<file path="src/design/mbrtu_pkg.sv">
// Package for the RTU slave responder: shared types, codes and the initial register table.
// No dependencies.
`timescale 1ns / 1ps
`default_nettype none
package mbrtu_pkg;

    localparam logic [1:0] CMD_BYTE  = 2'd0;
    localparam logic [1:0] CMD_END   = 2'd1;
    localparam logic [1:0] CMD_WR_HR = 2'd2;
    localparam logic [1:0] CMD_WR_IR = 2'd3;

    localparam logic [7:0] FN_HOLDING = 8'd3;
    localparam logic [7:0] FN_INPUT   = 8'd4;
    localparam logic [7:0] EXC_FLAG   = 8'h80;
    localparam logic [7:0] EXC_ADDR   = 8'd2;
    localparam logic [7:0] EXC_VALUE  = 8'd3;
    localparam int unsigned MAX_WORDS = 125;

    localparam logic [1:0] CFG_ADDR  = 2'd0;
    localparam logic [1:0] CFG_ORDER = 2'd1;

    // datapath commands from the controller
    typedef struct packed {
        logic rx_byte;     // absorb one frame byte
        logic rx_restart;  // clear length and CRC
        logic tbl_write;   // write a table word
        logic ld_hdr;      // load header unit into output register
        logic ld_exc;      // load exception header
        logic rd_word;     // issue table read of current word
        logic ld_word;     // load data unit from read data
        logic ld_crc;      // load CRC unit
        logic crc_init;    // seed transmit CRC with address
    } mbrtu_cmd_t;

    typedef struct packed {
        logic frame_ok;    // length, CRC, address, function and length fine
        logic exc;         // request gives an exception
        logic words_done;  // last word has been read
        logic out_busy;    // output register still holds a unit
    } mbrtu_sts_t;

    function automatic logic [15:0] init_word(input logic [5:0] i);
        logic [15:0] v;
        begin
            v = 16'd0;
            unique case (i)
                6'd0: v = 16'd0;     6'd1: v = 16'd1111;  6'd2: v = 16'd2222;
                6'd3: v = 16'd3333;  6'd4: v = 16'd4444;  6'd5: v = 16'd5555;
                6'd6: v = 16'd6666;  6'd7: v = 16'd7777;  6'd8: v = 16'd8888;
                6'd9: v = 16'd9999;  6'd10: v = 16'd12345; 6'd11: v = 16'd15432;
                6'd12: v = 16'd15535; 6'd13: v = 16'd10234; 6'd14: v = 16'd19876;
                6'd15: v = 16'd13579; 6'd16: v = 16'd10293; 6'd17: v = 16'd19827;
                6'd18: v = 16'd13456; 6'd19: v = 16'd14567; 6'd20: v = 16'd21345;
                6'd21: v = 16'd22345; 6'd22: v = 16'd24567; 6'd23: v = 16'd25678;
                6'd24: v = 16'd26789; 6'd25: v = 16'd24680; 6'd26: v = 16'd20394;
                6'd27: v = 16'd29384; 6'd28: v = 16'd26937; 6'd29: v = 16'd27654;
                6'd30: v = 16'd31245; 6'd31: v = 16'd31456; 6'd32: v = 16'd34567;
                6'd33: v = 16'd35678; 6'd34: v = 16'd36789; 6'd35: v = 16'd37890;
                6'd36: v = 16'd30948; 6'd37: v = 16'd34958; 6'd38: v = 16'd35867;
                6'd39: v = 16'd36092; 6'd40: v = 16'd45678; 6'd41: v = 16'd46789;
                6'd42: v = 16'd47890; 6'd43: v = 16'd41235; 6'd44: v = 16'd42356;
                6'd45: v = 16'd43567; 6'd46: v = 16'd40596; 6'd47: v = 16'd49586;
                6'd48: v = 16'd48765; 6'd49: v = 16'd41029;
                default: v = 16'd0;
            endcase
            return v;
        end
    endfunction

    function automatic logic [15:0] crc_byte(input logic [15:0] c, input logic [7:0] b);
        logic [15:0] r;
        begin
            r = c ^ {8'd0, b};
            for (int k = 0; k < 8; k++)
                r = r[0] ? ((r >> 1) ^ 16'hA001) : (r >> 1);
            return r;
        end
    endfunction

endpackage
`default_nettype wire

</file>
<file path="src/design/mbrtu_datapath.sv">
// Datapath of the RTU slave responder: receive capture, CRC, register tables, output unit.
// Depends on mbrtu_pkg.
`timescale 1ns / 1ps
`default_nettype none
module mbrtu_datapath
    import mbrtu_pkg::*;
#(
    parameter int REG_COUNT = 50,
    parameter int MAX_FRAME = 256
)
(
    input  wire logic        clk,
    input  wire logic        rst_n,
    input  wire mbrtu_cmd_t  cmd,
    output mbrtu_sts_t       sts,
    input  wire logic [1:0]  in_cmd,
    input  wire logic [7:0]  in_byte,
    input  wire logic [5:0]  in_index,
    input  wire logic [15:0] in_value,
    input  wire logic [7:0]  slave_addr,
    input  wire logic        word_order,
    input  wire logic        out_take,
    output logic             out_valid,
    output logic [7:0]       out_a,
    output logic [7:0]       out_b,
    output logic [7:0]       out_c,
    output logic [1:0]       out_cnt,
    output logic             out_last
);

    localparam int LW = $clog2(MAX_FRAME + 1);

    logic [LW-1:0] len_reg;
    logic [7:0]    head_reg [6];
    logic [7:0]    tail_reg [2];
    logic [15:0]   crc_reg;
    logic [15:0]   txcrc_reg;
    logic [5:0]    ptr_reg;
    logic [6:0]    left_reg;

    // tables start from the fixed image; valid bits mark entries written since reset
    logic [15:0] hr_mem [REG_COUNT];
    logic [15:0] ir_mem [REG_COUNT];
    logic [REG_COUNT-1:0] hr_vld_reg, ir_vld_reg;
    logic [15:0] hr_rd_reg, ir_rd_reg;
    logic        hr_rdv_reg, ir_rdv_reg;
    logic [5:0]  rd_idx;
    logic        sel_ir_reg;

    logic [15:0] start_w, count_w;
    logic [16:0] end_w;
    logic        val_bad, addr_bad;

    assign start_w = {head_reg[2], head_reg[3]};
    assign count_w = {head_reg[4], head_reg[5]};
    assign end_w   = {1'b0, start_w} + {1'b0, count_w};
    assign val_bad = (count_w == 16'd0) || (count_w > 16'(MAX_WORDS));
    assign addr_bad = end_w > 17'(REG_COUNT);
    assign sts.exc  = val_bad || addr_bad;
    assign sts.frame_ok = (len_reg >= LW'(4)) && (tail_reg[0] == crc_reg[7:0])
        && (tail_reg[1] == crc_reg[15:8]) && (head_reg[0] == slave_addr)
        && (head_reg[1] == FN_HOLDING || head_reg[1] == FN_INPUT)
        && (len_reg >= LW'(8));
    assign sts.words_done = (left_reg == 7'd0);
    assign sts.out_busy   = out_valid && !out_take;

    // receive side
    always_ff @(posedge clk or negedge rst_n)
    begin
        if (!rst_n)
        begin
            len_reg <= '0;
            crc_reg <= 16'hFFFF;
        end
        else if (cmd.rx_restart)
        begin
            len_reg <= '0;
            crc_reg <= 16'hFFFF;
        end
        else if (cmd.rx_byte && len_reg < LW'(MAX_FRAME))
        begin
            if (len_reg >= LW'(2))
                crc_reg <= crc_byte(crc_reg, tail_reg[0]);
            len_reg <= len_reg + LW'(1);
        end
    end

    always_ff @(posedge clk)
    begin
        if (cmd.rx_byte && len_reg < LW'(MAX_FRAME))
        begin
            if (len_reg < LW'(6))
                head_reg[len_reg[2:0]] <= in_byte;
            tail_reg[0] <= tail_reg[1];
            tail_reg[1] <= in_byte;
        end
    end

    // tables
    assign rd_idx = ptr_reg;
    always_ff @(posedge clk)
    begin
        if (cmd.tbl_write && in_cmd == CMD_WR_HR && in_index < 6'(REG_COUNT))
            hr_mem[in_index] <= in_value;
        if (cmd.tbl_write && in_cmd == CMD_WR_IR && in_index < 6'(REG_COUNT))
            ir_mem[in_index] <= in_value;
        if (cmd.rd_word)
        begin
            hr_rd_reg <= hr_mem[rd_idx];
            ir_rd_reg <= ir_mem[rd_idx];
        end
    end

    always_ff @(posedge clk or negedge rst_n)
    begin
        if (!rst_n)
        begin
            hr_vld_reg <= '0;
            ir_vld_reg <= '0;
            hr_rdv_reg <= 1'b0;
            ir_rdv_reg <= 1'b0;
        end
        else
        begin
            if (cmd.tbl_write && in_cmd == CMD_WR_HR && in_index < 6'(REG_COUNT))
                hr_vld_reg[in_index] <= 1'b1;
            if (cmd.tbl_write && in_cmd == CMD_WR_IR && in_index < 6'(REG_COUNT))
                ir_vld_reg[in_index] <= 1'b1;
            if (cmd.rd_word)
            begin
                hr_rdv_reg <= hr_vld_reg[rd_idx];
                ir_rdv_reg <= ir_vld_reg[rd_idx];
            end
        end
    end

    logic [15:0] word_v, init_q_reg;
    logic [7:0]  b0, b1;
    always_ff @(posedge clk)
    begin
        if (cmd.rd_word)
            init_q_reg <= init_word(rd_idx);
    end
    assign word_v = sel_ir_reg ? (ir_rdv_reg ? ir_rd_reg : init_q_reg)
                               : (hr_rdv_reg ? hr_rd_reg : init_q_reg);
    assign b0 = word_order ? word_v[15:8] : word_v[7:0];
    assign b1 = word_order ? word_v[7:0] : word_v[15:8];

    // transmit side
    logic [7:0] efn, h2;
    assign efn = head_reg[1] | EXC_FLAG;
    assign h2  = {count_w[6:0], 1'b0};

    always_ff @(posedge clk or negedge rst_n)
    begin
        if (!rst_n)
        begin
            out_valid  <= 1'b0;
            out_a      <= 8'd0;
            out_b      <= 8'd0;
            out_c      <= 8'd0;
            out_cnt    <= 2'd0;
            out_last   <= 1'b0;
            left_reg   <= '0;
            ptr_reg    <= '0;
            sel_ir_reg <= 1'b0;
            txcrc_reg  <= 16'hFFFF;
        end
        else
        begin
            if (out_take)
                out_valid <= 1'b0;
            if (cmd.crc_init)
                txcrc_reg <= crc_byte(16'hFFFF, slave_addr);
            if (cmd.ld_exc)
            begin
                out_valid <= 1'b1;
                out_a <= slave_addr;
                out_b <= efn;
                out_c <= val_bad ? EXC_VALUE : EXC_ADDR;
                out_cnt <= 2'd3;
                out_last <= 1'b0;
                txcrc_reg <= crc_byte(crc_byte(txcrc_reg, efn), val_bad ? EXC_VALUE : EXC_ADDR);
            end
            else if (cmd.ld_hdr)
            begin
                out_valid <= 1'b1;
                out_a <= slave_addr;
                out_b <= head_reg[1];
                out_c <= h2;
                out_cnt <= 2'd3;
                out_last <= 1'b0;
                txcrc_reg <= crc_byte(crc_byte(txcrc_reg, head_reg[1]), h2);
                ptr_reg <= start_w[5:0];
                left_reg <= count_w[6:0];
                sel_ir_reg <= (head_reg[1] == FN_INPUT);
            end
            else if (cmd.ld_word)
            begin
                out_valid <= 1'b1;
                out_a <= b0;
                out_b <= b1;
                out_c <= 8'd0;
                out_cnt <= 2'd2;
                out_last <= 1'b0;
                txcrc_reg <= crc_byte(crc_byte(txcrc_reg, b0), b1);
            end
            else if (cmd.ld_crc)
            begin
                out_valid <= 1'b1;
                out_a <= txcrc_reg[7:0];
                out_b <= txcrc_reg[15:8];
                out_c <= 8'd0;
                out_cnt <= 2'd2;
                out_last <= 1'b1;
            end
            if (cmd.rd_word)
            begin
                ptr_reg <= ptr_reg + 6'd1;
                left_reg <= left_reg - 7'd1;
            end
        end
    end

endmodule
`default_nettype wire

</file>
<file path="src/design/mbrtu_ctrl.sv">
// Controller of the RTU slave responder: sequences receive, table writes and response units.
// Depends on mbrtu_pkg.
`timescale 1ns / 1ps
`default_nettype none
module mbrtu_ctrl
    import mbrtu_pkg::*;
(
    input  wire logic       clk,
    input  wire logic       rst_n,
    input  wire logic       in_valid,
    output logic            in_ready,
    input  wire logic [1:0] in_cmd,
    input  wire mbrtu_sts_t sts,
    output mbrtu_cmd_t      cmd
);

    typedef enum logic [5:0] {
        S_IDLE  = 6'b000001,
        S_CHECK = 6'b000010,
        S_READ  = 6'b000100,
        S_WAIT  = 6'b001000,
        S_WORD  = 6'b010000,
        S_CRC   = 6'b100000
    } state_t;

    state_t state_reg, state_next;
    logic   exc_reg, exc_next;

    always_ff @(posedge clk or negedge rst_n)
    begin
        if (!rst_n)
        begin
            state_reg <= S_IDLE;
            exc_reg   <= 1'b0;
        end
        else
        begin
            state_reg <= state_next;
            exc_reg   <= exc_next;
        end
    end

    always_comb
    begin
        state_next = state_reg;
        exc_next   = exc_reg;
        cmd        = '0;
        in_ready   = 1'b0;
        unique case (state_reg)
            S_IDLE:
            begin
                in_ready = 1'b1;
                if (in_valid)
                begin
                    unique case (in_cmd)
                        CMD_BYTE: cmd.rx_byte = 1'b1;
                        CMD_END:  state_next = S_CHECK;
                        default:  cmd.tbl_write = 1'b1;
                    endcase
                end
            end
            S_CHECK:
            begin
                if (!sts.frame_ok)
                begin
                    cmd.rx_restart = 1'b1;
                    state_next = S_IDLE;
                end
                else
                begin
                    cmd.crc_init = 1'b1;
                    exc_next = sts.exc;
                    state_next = S_WAIT;
                end
            end
            S_WAIT:
            begin
                // header goes out once the output register is free
                if (!sts.out_busy)
                begin
                    if (exc_reg)
                    begin
                        cmd.ld_exc = 1'b1;
                        state_next = S_CRC;
                    end
                    else
                    begin
                        cmd.ld_hdr = 1'b1;
                        state_next = S_READ;
                    end
                end
            end
            S_READ:
            begin
                if (sts.words_done)
                    state_next = S_CRC;
                else
                begin
                    cmd.rd_word = 1'b1;
                    state_next = S_WORD;
                end
            end
            S_WORD:
            begin
                if (!sts.out_busy)
                begin
                    cmd.ld_word = 1'b1;
                    state_next = S_READ;
                end
            end
            S_CRC:
            begin
                if (!sts.out_busy)
                begin
                    cmd.ld_crc = 1'b1;
                    cmd.rx_restart = 1'b1;
                    state_next = S_IDLE;
                end
            end
            default: state_next = S_IDLE;
        endcase
    end

endmodule
`default_nettype wire

</file>
<file path="src/design/modbus_rtu_slave_responder_core.sv">
// RTU slave responder for read holding/input registers with CRC-16.
// Frame bytes and table writes are accepted only while idle. A frame end goes through
// a check state and then loads the header; each data word is then a table read and a
// load, and the CRC unit follows the data or the exception header. Input is held off
// from frame end until the CRC unit is loaded or a bad frame is dropped; output stalls wait.
// Reset is asynchronous, active low: tables return to the fixed image, receive clears.
`timescale 1ns / 1ps
`default_nettype none
module modbus_rtu_slave_responder_core
    import mbrtu_pkg::*;
#(
    parameter int REG_COUNT = 50,
    parameter int MAX_FRAME = 256
)
(
    input  wire logic        clk,
    input  wire logic        rst_n,
    input  wire logic        cfg_we,
    input  wire logic [0:0]  cfg_index,
    input  wire logic [7:0]  cfg_data,
    input  wire logic        s_tvalid,
    output logic             s_tready,
    input  wire logic [31:0] s_tdata,   // rx_byte[7:0], reg_index[13:8], reg_value[29:14]
    input  wire logic [1:0]  s_tuser,   // cmd[1:0]
    output logic             m_tvalid,
    input  wire logic        m_tready,
    output logic [31:0]      m_tdata,   // out_byte_a[7:0], out_byte_b[15:8], out_byte_c[23:16], byte_count[25:24]
    output logic             m_tlast    // last_unit
);

    logic [7:0] addr_reg;
    logic       order_reg;

    always_ff @(posedge clk or negedge rst_n)
    begin
        if (!rst_n)
        begin
            addr_reg  <= 8'd1;
            order_reg <= 1'b0;
        end
        else if (cfg_we)
        begin
            if (cfg_index == CFG_ADDR[0:0])
                addr_reg <= cfg_data;
            else
                order_reg <= cfg_data[0];
        end
    end

    mbrtu_cmd_t cmd;
    mbrtu_sts_t sts;
    logic [7:0] oa, ob, oc;
    logic [1:0] ocnt;

    mbrtu_ctrl u_ctrl (
        .clk(clk), .rst_n(rst_n), .in_valid(s_tvalid), .in_ready(s_tready),
        .in_cmd(s_tuser), .sts(sts), .cmd(cmd)
    );

    mbrtu_datapath #(.REG_COUNT(REG_COUNT), .MAX_FRAME(MAX_FRAME)) u_dp (
        .clk(clk), .rst_n(rst_n), .cmd(cmd), .sts(sts),
        .in_cmd(s_tuser), .in_byte(s_tdata[7:0]), .in_index(s_tdata[13:8]),
        .in_value(s_tdata[29:14]), .slave_addr(addr_reg), .word_order(order_reg),
        .out_take(m_tready), .out_valid(m_tvalid), .out_a(oa), .out_b(ob), .out_c(oc),
        .out_cnt(ocnt), .out_last(m_tlast)
    );

    assign m_tdata = {6'd0, ocnt, oc, ob, oa};

endmodule
`default_nettype wire
</file>
<file path="config.mk">
export PLATFORM = sky130hd
export DESIGN_NAME = modbus_rtu_slave_responder_core
export DESIGN_NICKNAME = d
export VERILOG_FILES = /design/src/design/mbrtu_pkg.sv /design/src/design/mbrtu_datapath.sv /design/src/design/mbrtu_ctrl.sv /design/src/design/modbus_rtu_slave_responder_core.sv
export SDC_FILE = /design/constraint.sdc
export NUM_CORES = 2
export LEC_CHECK = 0
export BUFFER_PORTS_ARGS = -buffer_cell sky130_fd_sc_hd__buf_2
export CAP_MARGIN = 10
export CORE_ASPECT_RATIO = 0.9
export CORE_UTILIZATION = 40
export CTS_BUF_LIST = sky130_fd_sc_hd__clkbuf_16
export DETAILED_ROUTE_END_ITERATION = 10
export GPL_TIMING_DRIVEN = 0
export PLACE_DENSITY = 0.66
export REMOVE_ABC_BUFFERS = 1
export SYNTH_ARGS = -nofsm -noshare
export SYNTH_HDL_FRONTEND = slang
export SYNTH_SLANG_ARGS = --single-unit
</file>
<file path="constraint.sdc">
create_clock -name clk -period 4.74 [get_ports clk]
set_clock_uncertainty 0.2 [all_clocks]
set_input_delay 0.474 -clock clk [delete_from_list [all_inputs] [get_ports clk]]
set_output_delay 0.474 -clock clk [all_outputs]
set_load 0.02 [all_outputs]
</file>
### Word-level counts from Yosys, hierarchy flattened

Memory sizes are Yosys's and may differ from the RTL's. A register that Yosys moved wholly into a read port is not among the register bits.
Cells that the tools add are included.

* register bits after elaboration: 201
* bits in writable memories: 1664
* memory bits (read-only): 1024
* input port bits: 48
* output and inout bits: 35
* logic and storage cells: 323
* memories: 5

* $add $sub $neg: 4
* $lt $le $gt $ge: 11
* equal/unequal tests: 20
* multiplexer cells: 154
* bitwise operators: 76
* reductions and logical operators: 33

Memory list
* (no name shown): words 64, bits a word 16, rd ports 1, clocked after Yosys merged registers in 1, wr ports 0, line mbrtu_pkg.sv:46 `unique case (i)`
* u_dp.hr_mem: words 50, bits a word 16, rd ports 1, clocked after Yosys merged registers in 1, wr ports 1, line mbrtu_datapath.sv:42 `logic [15:0] hr_mem [REG_COUNT];`
* u_dp.ir_mem: words 50, bits a word 16, rd ports 1, clocked after Yosys merged registers in 1, wr ports 1, line mbrtu_datapath.sv:43 `logic [15:0] ir_mem [REG_COUNT];`
* u_dp.head_reg: words 6, bits a word 8, rd ports 6, clocked after Yosys merged registers in 0, wr ports 1, line mbrtu_datapath.sv:34 `logic [7:0] head_reg [6];`
* u_dp.tail_reg: words 2, bits a word 8, rd ports 2, clocked after Yosys merged registers in 0, wr ports 2, line mbrtu_datapath.sv:35 `logic [7:0] tail_reg [2];`

Operators by type and width (number)
* 2-to-1 mux 16 bit: 74
* inverter 2 -> 3 bit: 64
* 2-to-1 mux 8 bit: 14
* bitwise XOR 16 x 8 -> 16 bit: 7
* bitwise OR 50 bit: 2
* 2-to-1 mux 6 bit: 10
* 2-to-1 mux 1 bit: 39
* case mux 6 bit (6 select lines): 1
* equality test 8 bit: 3
* 2-to-1 mux 7 bit: 3
* 2-to-1 mux 9 bit: 2
* adder 16 x 16 -> 17 bit: 1
* > comparator 17 x 6 -> 1 bit, second input constant: 1
* > comparator 16 x 7 -> 1 bit, second input constant: 1
* zero test 16 bit: 1
* inverter 8 -> 16 bit: 1
* < comparator 6 x 7 -> 1 bit, second input constant: 2
* binary-select mux 1 bit (select 6 bit): 2
* logical AND 1 bit: 12
* 2-to-1 mux 2 bit: 6
* inequality test 2 bit, second input constant: 6
* AND reduction 2 bit: 6
* adder 9 x 1 -> 9 bit, second input constant: 1
* >= comparator 9 x 2 -> 1 bit, second input constant: 1
* other kinds (31): 38

### Longest topological paths before layout

* depth in word-level cells: 40
* gate-level depth with buffers: 12
* depth with buffers taken out: 10

### Cells and area by module

A second synthesis with hierarchy kept.

* cell total of the unflattened synthesis: 3864
* area total of the unflattened synthesis: 77898.5 sq um

Modules (own cells, without submodules)
* mbrtu_datapath: times used 1, cells an instance 3778, area an instance 76953.8 sq um, sequential area each 56078.8 sq um
* mbrtu_ctrl: times used 1, cells an instance 58, area an instance 509.2 sq um, sequential area each 176.4 sq um
* modbus_rtu_slave_responder_core: times used 1, cells an instance 28, area an instance 435.4 sq um, sequential area each 226.5 sq um

### Worst setup path before layout

No wires, ideal clock.

* kind: register to register
* from: register u_ctrl.state_reg[5]
* to: memory u_dp.head_reg[1][0], enable pin
* setup time: 0.383 ns
* arrival: 3.331 ns
* required time: 4.157 ns
* setup slack: 0.826 ns
* stages on the path, launching flop included: 8
* buffers on the path: 1
* period minus slack after synthesis: 3.914 ns
* cell sequence: dfrtp_1 clkbuf_1 nor4_1 nand3b_1 nor4_2 and2_1 nand2_1 nor3_1

* longest elaborated chain between the ends: 5

Ends and longest elaborated chain
* from (decl): line mbrtu_ctrl.sv:26 `state_t state_reg, state_next;`
* from (signal assigned): line mbrtu_ctrl.sv:38 `state_reg <= state_next;`
* equality test 6 x 1 -> 1 bit: line mbrtu_ctrl.sv:49 `unique case (state_reg)`
* 2-to-1 mux 1 bit: line mbrtu_ctrl.sv:49
* logical AND 1 bit: line mbrtu_datapath.sv:90 `if (cmd.rx_byte && len_reg < LW'(MAX_FRAME))`
* 2-to-1 mux 1 bit: line mbrtu_datapath.sv:90
* 2-to-1 mux 1 bit (implied by the code): line mbrtu_datapath.sv:93 `head_reg[len_reg[2:0]] <= in_byte;`
* to (decl): line mbrtu_datapath.sv:34

Every way passes these cells.

### Worst setup path after layout

* from: register u_ctrl.state_reg[3]
* to: memory u_dp.ir_mem[34][8], enable pin

* longest elaborated chain between the ends: 6

Ends and longest elaborated chain
* equality test 6 x 1 -> 1 bit: line mbrtu_ctrl.sv:49
* 2-to-1 mux 1 bit: line mbrtu_ctrl.sv:49
* logical AND 1 bit (2 in a row): line mbrtu_datapath.sv:105 `if (cmd.tbl_write && in_cmd == CMD_WR_IR && in_index < 6'(REG_COUNT))`
* 2-to-1 mux 1 bit: line mbrtu_datapath.sv:105
* 2-to-1 mux 1 bit (implied by the code): line mbrtu_datapath.sv:106 `ir_mem[in_index] <= in_value;`
* to (decl): line mbrtu_datapath.sv:43

Every way passes these cells.

==> reports/results.tsv <==
stage	metric	value	unit
status	status	finished clean	
clock_network	clk_path_buf_depth	3	
worst_setup_path	ff2ff_path_depth	8	
worst_setup_path	arrival	4820	ps
yosys	synth.cell_area	0.0777	mm2
worst_setup_path	cp.depth	8	
yosys	synthTopCellsByCount	edfxtp_1 (1712), mux4_2 (564), nor2_1 (198), dfrtp_1 (167), nand2_1 (159)	
global_route	grt_max_degree	101	
clock_network	h-tree-depth	4	
flow_run	cap_violations	0	
sta	report.final.slew_viol_count	0	
sta	period_minus_slack	4510	ps
global_route	grt-ovfl-total	0	
layout	n_antenna_cell	0	
die	pin_count	83	
layout	fin_util	46.8	%
sta	layout_setup_ws	230	ps
worst_setup_path	critPathLaunchType	flop	
routing	drt_first_pass_iters	6	
placement	pre_cts_ws	-39.4	ps
layout	drive_gt1_share	31.5	%
clock_network	numClockSinks	1913	
pwr	powerDensity	380	mW/mm2
routing	vias	38948	
worst_setup_path	cp-end-kind	flop	
sta	report.final.hold_viol_count	0	
worst_setup_path	startpoint	u_ctrl.state_reg[3]$_DFFE_PN0P_	
layout	reg.largest.list	u_dp.hr_mem: 800 flops, u_dp.ir_mem: 800 flops	
yosys	synth_edf_count	1712	
hold_path	hold_class	in -> async	
die	core-area	0.193	mm2
placement	dp_hpwl	119000	um
die	die_area	0.196	mm2
clock_network	cts_buffers	185	
sta	fin_crit_sh	95.2	%
worst_setup_path	rr_endpoint	u_dp.ir_mem[34][8]$_DFFE_PP_	
yosys	yosysUniqueCellTypes	78	
worst_setup_path	r2r_setup_slack	230	ps
sta	tightestPinTransition	1330	ps
global_route	grt_pass1_vias	39201	
clock_network	clk_pin_slew	70	ps
pwr	leakage	29.2	nW
global_route	grt_pass1_wl	273000	um
sta	relSlewSlack	10.8	%
clock_network	clk_latency	830	ps
die	rows	153	
yosys	netlist.area_leader.share	66.1	%
yosys	synth_seq_cells	1913	
worst_setup_path	r2r-start	u_ctrl.state_reg[3]$_DFFE_PN0P_	
worst_setup_path	slowest_delay	820	ps
worst_setup_path	crit_buf_inv	1	
worst_setup_path	critPathMaxFanout	15	
worst_setup_path	endpoint	u_dp.ir_mem[34][8]$_DFFE_PP_	
layout	nets	4197	
yosys	ys_seq_area_share	72.7	%
yosys	yosysTopAreaCell	edfxtp_1	
worst_setup_path	crit_slowest_cell	nor2_2	
routing	routed_via_density	5.70	
sta	rsz0062_at_grt	no	
sta	setup_viol	0	
clock_network	cts_tree	done	
global_route	grt_util_all_layers	19.1	%
die	die_h	420	um
placement	gp_congestion	0.883	
routing	drc_errors	0	
worst_setup_path	crit_family	simple AND/OR/NAND/NOR gates	
routing	drt_wl_total	187000	um
yosys	synth.avg_cell_area	20.1	um2
layout	num-fill-cells	15609	
worst_setup_path	path_cells	nor4_1, nand3b_1, nor2_1, and2_1, nor2b_1, nand2_1, nor2_2, buf_16	
yosys	async_flop_share	10.5	%
pwr	ir_drop	0.371	mV
worst_setup_path	crit_type	reg -> reg	
die	die_w	467	um
yosys	yosysMostFrequentCell	edfxtp_1	
sta	max_clock_freq	222	MHz
yosys	ys_dominant_reg_cell	edfxtp_1	
yosys	yosysWarnings	0	
clock_network	cts_root_buf	clkbuf_16	
routing	routedWlPerCell	27.3	um
worst_setup_path	worstPathRequired	5050	ps
yosys	netlist_top_cells_area	edfxtp_1 (66%), mux4_2 (16%), dfrtp_1 (5.4%)	
die	initial_core_util	40.2	%
yosys	synthCells	3869	
routing	postRouteAntennaNets	0	
placement	io_buffers	74	
layout	area_delta_synth_final	16.3	%
routing	drt_iter0_markers	4600	
global_route	antenna_found_initial	8	
[cells by family (layout without fill, tap and decap cells)]
logic type / after synthesis / count (layout) / share of synthesized area, %
buffers and inverters: 236 / 638 / 1.21
adder cells (fa/ha/maj): 32 / 32 / 0.525
AO/OA/AOI/OAI: 278 / 278 / 2.30
other: 1 / 6 / 0.00482
flip-flops: 1913 / 1913 / 72.7
XOR/XNOR: 164 / 164 / 2.04
multiplexers: 658 / 658 / 17.7
AND/OR/NAND/NOR: 587 / 587 / 3.57
[layout by cell type, fill, tap and decap left out, types with 9 or more instances in the layout]
cell / Yosys / final
clkbuf_16: 0 / 186
a21oi_1: 61 / 61
nor3_1: 18 / 18
mux4_2: 564 / 564
nor2_2: 0 / 92
or2_2: 102 / 102
o211ai_1: 24 / 24
buf_8: 0 / 66
nor4_1: 10 / 10
dfstp_2: 34 / 34
clkinv_1: 3 / 50
xnor2_1: 108 / 108
a22oi_1: 20 / 20
xor2_1: 45 / 45
nand3b_1: 9 / 9
buf_16: 0 / 74
bufinv_16: 0 / 13
nand3_1: 22 / 22
buf_4: 6 / 20
nand4_1: 10 / 10
mux2_2: 42 / 42
xnor3_1: 9 / 9
a31oi_1: 13 / 13
edfxtp_1: 1712 / 1712
ha_1: 31 / 31
clkinv_2: 0 / 27
o21ai_0: 82 / 81
nand2_1: 159 / 159
clkinvlp_4: 0 / 14
nand2b_1: 15 / 15
nor2b_1: 11 / 11
dlygate4sd3_1: 0 / 48
nor2_1: 198 / 97
mux2i_1: 47 / 47
inv_1: 14 / 57
dfrtp_1: 167 / 161
nor2_4: 0 / 9
buf_2: 8 / 59
[area by class of cell]
class,instances,area [um2],share of cell area (%)
inverters,18,68.8,0.0761
repair buffers,274,4070,4.51
flip-flops and latches,1913,56500,62.5
clock inverters,160,1240,1.38
multi-input cells,1725,20700,22.8
clock buffers,186,4650,5.15
well taps,2557,3200,3.54
[worst register-to-register path: stages, from the launching register on]
cell and delay [ps]:
dfrtp_1 540, nor4_1 440, nand3b_1 280, nor2_1 180, and2_1 510, nor2b_1 470, nand2_1 530, nor2_2 830
buf_16 240
[routing by layer]
layer	wire [um]	vias up	global-route usage, %
li1	-	16312	-
met1	79700	20780	27.7
met2	88100	1596	29.7
met3	15100	260	3.72
met4	3720	0	4.60
met5	0	-	0
[timing repair]
action	4_1_cts	5_1_grt
setup endpoints to repair	3	15
hold buffers	49	0
resized for setup	0	1
cloned	0	0
setup buffers	1	2
hold endpoints to repair	634	0
[how the worst min path moves through the flow]
stage | cells past startpoint | to | slack [ps]
after CTS | 3 | u_dp.hr_vld_reg[17]$_DFFE_PN0P_ | 20
final | 3 | u_dp.hr_vld_reg[21]$_DFFE_PN0P_ | 50
after global placement | 1 | u_dp.hr_vld_reg[13]$_DFFE_PN0P_ | 240
after global routing | 3 | u_dp.hr_vld_reg[19]$_DFFE_PN0P_ | 50
after floorplan | 0 | addr_reg[1]$_DFFE_PN0P_ | -20
after detailed placement | 1 | addr_reg[7]$_DFFE_PN0P_ | 150
[per-stage QoR]
| stage | hold WS (ps) | area (um2) | TNS, ps | instances | total power, mW |
|---|---|---|---|---|---|
| 6_report | 52.4 | 90400 | 0 | 6833 | 34.4 |
| 4_1_cts | 16.0 | 90400 | 0 | 6828 | 34.6 |
| 2_1_floorplan | -21.6 | 76900 | -850160 | 3656 | 19.8 |
| 5_1_grt | 50.7 | 90400 | 0 | 6833 | 35.4 |
| 3_5_place_dp | 153 | 83900 | -39.4 | 6432 | 20.4 |
| 3_3_place_gp | 244 | 80500 | -3924200 | 6287 | 20.3 |
[power by group]
group,switching (mW),total (mW),internal (mW)
Sequential,0.185,18.8,18.6
Clock,6.40,14.3,7.89
Combinational,0.782,1.30,0.515
(Power assumes the default switching activity.)
